<file path="src/design/spt_pkg.sv">
`default_nettype none

package spt_pkg;

  localparam int unsigned DefTableDepth = 256;
  localparam int unsigned DefCoordWidth = 32;

  localparam int unsigned ModeW     = 2;
  localparam int unsigned PortCoordW = 32;
  localparam int unsigned ReadIdxW  = 8;
  localparam int unsigned CountW    = 9;
  localparam int unsigned StatusW   = 2;
  localparam int unsigned TolW      = 16;

  localparam logic [TolW-1:0] TolReset = 16'd7;

  typedef enum logic [ModeW-1:0] {
    MODE_INSERT = 2'd0,
    MODE_APPEND = 2'd1,
    MODE_LOOKUP = 2'd2,
    MODE_READ   = 2'd3
  } mode_e;

  typedef enum logic [StatusW-1:0] {
    ST_OK       = 2'd0,
    ST_DUP_MISS = 2'd1,
    ST_FULL     = 2'd2,
    ST_EMPTY    = 2'd3
  } status_e;

  typedef enum logic [1:0] {
    S_IDLE,
    S_CMP,
    S_SCAN,
    S_FIN
  } state_e;

  // per-cell update command
  typedef struct packed {
    logic load;
    logic shift;
  } cell_ctrl_t;

  // per-cell compare result against the broadcast point
  typedef struct packed {
    logic place;
    logic dup;
    logic match;
  } cell_hit_t;

endpackage

`default_nettype wire

</file>
<file path="src/design/spt_cell.sv">
`default_nettype none

module spt_cell #(
  parameter int unsigned CoordWidth = spt_pkg::DefCoordWidth
) (
  input  wire logic                    clk_i,
  input  wire spt_pkg::cell_ctrl_t     ctrl_i,
  input  wire logic [spt_pkg::TolW-1:0] tol_i,
  input  wire logic [CoordWidth-1:0]   new_x_i,
  input  wire logic [CoordWidth-1:0]   new_y_i,
  input  wire logic [CoordWidth-1:0]   new_z_i,
  input  wire logic [CoordWidth-1:0]   prev_x_i,
  input  wire logic [CoordWidth-1:0]   prev_y_i,
  input  wire logic [CoordWidth-1:0]   prev_z_i,
  output logic      [CoordWidth-1:0]   x_o,
  output logic      [CoordWidth-1:0]   y_o,
  output logic      [CoordWidth-1:0]   z_o,
  output spt_pkg::cell_hit_t           hit_o
);

  localparam int unsigned DiffW = CoordWidth + spt_pkg::TolW + 2;

  logic [CoordWidth-1:0] x_q, y_q, z_q;
  logic signed [DiffW-1:0] dx, dy, tol_pos, tol_neg;
  logic x_win, y_win, lt_x, lt_y;

  always_ff @(posedge clk_i) begin
    if (ctrl_i.load) begin
      x_q <= new_x_i;
      y_q <= new_y_i;
      z_q <= new_z_i;
    end else if (ctrl_i.shift) begin
      x_q <= prev_x_i;
      y_q <= prev_y_i;
      z_q <= prev_z_i;
    end
  end

  always_comb begin
    dx = $signed({{(DiffW-CoordWidth){new_x_i[CoordWidth-1]}}, new_x_i})
       - $signed({{(DiffW-CoordWidth){x_q[CoordWidth-1]}}, x_q});
    dy = $signed({{(DiffW-CoordWidth){new_y_i[CoordWidth-1]}}, new_y_i})
       - $signed({{(DiffW-CoordWidth){y_q[CoordWidth-1]}}, y_q});
    tol_pos = $signed({{(DiffW-spt_pkg::TolW){1'b0}}, tol_i});
    tol_neg = -tol_pos;
    x_win = (dx > tol_neg) && (dx <= tol_pos);
    y_win = (dy > tol_neg) && (dy <= tol_pos);
    lt_x  = $signed(new_x_i) < $signed(x_q);
    lt_y  = $signed(new_y_i) < $signed(y_q);
    hit_o.place = lt_x | (x_win & lt_y);
    hit_o.dup   = ~hit_o.place & x_win & y_win;
    hit_o.match = x_win & y_win;
  end

  assign x_o = x_q;
  assign y_o = y_q;
  assign z_o = z_q;

endmodule

`default_nettype wire

</file>
<file path="config.mk">
export PLATFORM = sky130hd
export DESIGN_NAME = spt_cell
export DESIGN_NICKNAME = d
export VERILOG_FILES = /design/src/design/spt_pkg.sv /design/src/design/spt_cell.sv
export SDC_FILE = /design/constraint.sdc
export NUM_CORES = 1
export LEC_CHECK = 0
export ABC_AREA = 1
export BUFFER_PORTS_ARGS = -buffer_cell sky130_fd_sc_hd__clkbuf_2
export CAP_MARGIN = 20
export CORE_ASPECT_RATIO = 0.5
export CORE_MARGIN = 3
export CORE_UTILIZATION = 50
export DETAILED_ROUTE_END_ITERATION = 8
export GPL_ROUTABILITY_DRIVEN = 0
export GPL_TIMING_DRIVEN = 0
export MAX_ROUTING_LAYER = met4
export PLACE_DENSITY = 0.77
export RECOVER_POWER = 100
export SYNTH_ARGS = -nofsm -noshare
export SYNTH_HDL_FRONTEND = slang
export SYNTH_SLANG_ARGS = --single-unit
</file>
<file path="constraint.sdc">
create_clock -name clk_i -period 11.3 [get_ports clk_i]
set_input_delay 1.13 -clock clk_i [delete_from_list [all_inputs] [get_ports clk_i]]
set_output_delay 1.13 -clock clk_i [all_outputs]
set_load 0.02 [all_outputs]
</file>
==> impl_metrics.toml <==
[pwr]
total_leakage_power_nw = 8.34
power-per-cell-area_nw_per_um2 = 117
ir_drop_v = 0.0000698

[sta]
layout_min_cycle_time_ns = 6.80
clock.fmax_mhz = 147
setup_viol = 0
rsz0062_at_grt = "no"
relative_slew_slack_pct = -144
report.final.slew_viol_count = 99
finalSetupTns_ns = 0
period_share_pct = 60.2
final.setup.worst_slack_ns = 4.50
worst_slew_pin_slew_ns = 3.66
report.final.hold_viol_count = 0

[global_routing]
globalRouteTotalUtil_pct = 28.6
grt_pass1_vias = 12300
grt_antenna_before_repair = 0
global_route_wire_length_before_repair_um = 60700
global_route.overflow_total = 0
largest_net_degree_at_the_start_of_global_routing = 63

[route]
drt_pass1_iterations = 6
vias_cell = 5.12
detailroute.via_count = 13400
drt_iter0_drc = 909
routed_wirelength_um = 38100
drtAntennaViolNets = 0
routedWlPerCell_um = 14.5
drc_errors = 0

[layout]
fillers = 2441
multi_input_area_um2 = 8330
total_number_of_nets_in_the_final_design = 2683
synthToLayoutAreaGrowth_pct = 16.9
layout.area.seq_um2 = 2880
final_cell_count_no_fill = 2621
post_route_cells_drive_above_1_share_pct = 10.9

[placement]
place.port_buffers = 307
placedCellCount = 2605
dpl_worst_slack_ns = 4.66
place.detailed.hpwl_um = 32200

[worst_setup_path]
worst_setup_path_start_kind = "input pin"
timing.critical_path.required_ns = 10.17
critPathKind = "input pin to primary output"
startpoint = "new_x_i[0]"
crit_arrival_ns = 5.67
timing.critical_path.slowest_stage_cell = "ha_1"
slowest_delay_ns = 0.44
critPathMostFrequentCell = "nand2_1"
path_delay_family = "simple AND/OR/NAND/NOR gates"
path_max_fanout = 15
cp.buffers_inverters = 5
timing.critical_path.to_type = "primary output"

[yosys]
seq_area_frac_synth_pct = 23.1
netlist-cell-type-count = 41
synth_flop_type = "edfxtp_1"
synth_area_um2 = 12500
synth-edff-count = 96
synthArstFlopShare_pct = 0
synth_top_area_cell = "nand2_1"
syn-num-nets = 2364
syn_avg_cell_area_um2 = 6.37
synth_top_cell_area_share_pct = 23.2
syn_inst = 1961
synth_top_cells_by_area = "nand2_1 23%, edfxtp_1 23%, ha_1 19%, inv_1 9.4%, nor2_1 4.4%"
ys_ff_latch = 96
ys.warnings.count = 0

[status]
violations = "max-capacitance violations, max-slew violations"
run_status = "finished, violations left"

[die]
die_area_um2 = 27000
die_w_um = 229
placeableCoreArea_um2 = 24300
placement_rows = 40
initial_utilization_pct = 51.4
floorplan.die.height_um = 118
io-pin-count = 310

[clocking]
cts_hold_repair.buffers = 0
cts_repair_resize_count = 0
tritoncts_num_sinks = 96
cts_max_path_buffers = 2
postCtsSetupRepairBufs = 0
ctsHtreeMaxLevel = 3
clk_root_buffer_cell = "clkbuf_16"
cts_made_buffers = 9
cts_clock_pin_slew_for_the_worst_setup_and_hold_paths_ns = 0.08
clock_tree_from_tritoncts = "done"

[flow_run]
maxCapViolCount = 2

[worst_hold_path]
min-delay-start = "prev_y_i[15]"
hp-class = "input pin to flop"
-- registers in the layout, summed over array words and instances, names as in the netlist --
signal,flops
x_o,32
z_o,32
y_o,32
-- per-layer routing --
layer  wire (µm)  track usage, %
met5           0               -
met4         985            8.10
met3        2680            4.67
met2       17500            46.8
met1       16900            36.8
-- tightest hold or removal path: cells and delay by family --
kind / cells / cell delay [ns]
and+or+nand+nor: 2 / 0.08
buffers and inverters: 1 / 0.07
-- cells by family after synthesis --
family	after synthesis	synth area share (%)
xor+xnor	42	2.95
simple gates	1106	36.3
flops	96	23.1
fa+ha+maj	192	19.4
buf+inv	339	10.2
compound gates	186	8.11
-- synthesized netlist by cell type, types with 2 or more instances --
library cell and number:
nand2_1 771, inv_1 313, ha_1 190, nor2_1 147, a21oi_1 103, edfxtp_1 96
nand3_1 77, o21ai_0 51, xor2_1 41, nor3_1 30, nand4_1 27, clkbuf_1 23
nand2_2 13, nor4_1 13, nand3b_1 12, a31oi_1 5, o211ai_1 5, o21bai_1 5
a21o_1 3, and2_1 3, inv_2 3, nand3_2 3, nor2_2 3, a211oi_1 2
a21boi_0 2, a21oi_2 2, fa_1 2, nor3_2 2, o21a_1 2
-- placed cells by master, fill, tap and decap left out, types with 41 or more instances in the layout --
| cell | instances |
|---|---|
| a21oi_1 | 103 |
| clkbuf_1 | 123 |
| clkbuf_2 | 208 |
| edfxtp_1 | 96 |
| ha_1 | 190 |
| inv_1 | 314 |
| nand2_1 | 771 |
| nand3_1 | 77 |
| nor2_1 | 147 |
| o21ai_0 | 51 |
| xor2_1 | 41 |
-- worst paths after layout --
check                                to  slack, ns  cells after the start
worst min-delay path  y_o[15]$_DFFE_PP_       0.99                      3
worst max-delay path           hit_o[2]       4.50                     26
-- power breakdown --
group | leakage, nW | switching (W) | internal [W]
combinational | 7.22 | 0.000633 | 0.000314
clock | 0.134 | 0.000155 | 0.000149
sequential | 0.989 | 0.0000173 | 0.000440
-- final cells by class --
| class | instances | area share, % |
|---|---|---|
| clock buffers | 9 | 1.54 |
| well taps | 336 | 2.88 |
| repair buffers | 308 | 9.71 |
| inverters | 316 | 8.13 |
| plain buffers | 23 | 0.592 |
| flip-flops and latches | 96 | 19.8 |
| multi-input cells | 1526 | 57.1 |
| diodes | 1 | 0.0172 |
| clock inverters | 6 | 0.300 |
-- metrics by stage --
stage	instance area, µm²	hold slack [ns]	total power, W	utilization (%)
after global placement	14400	1.39	0.00138	59.5
after floorplan	12500	1.31	0.00113	-
after global routing	14600	0.989	0.00186	60.1
after detailed placement	14500	1.40	0.00140	59.6
after CTS	14700	0.980	0.00171	60.7
final	14600	0.994	0.00171	60.1
(Power assumes the default switching activity.)
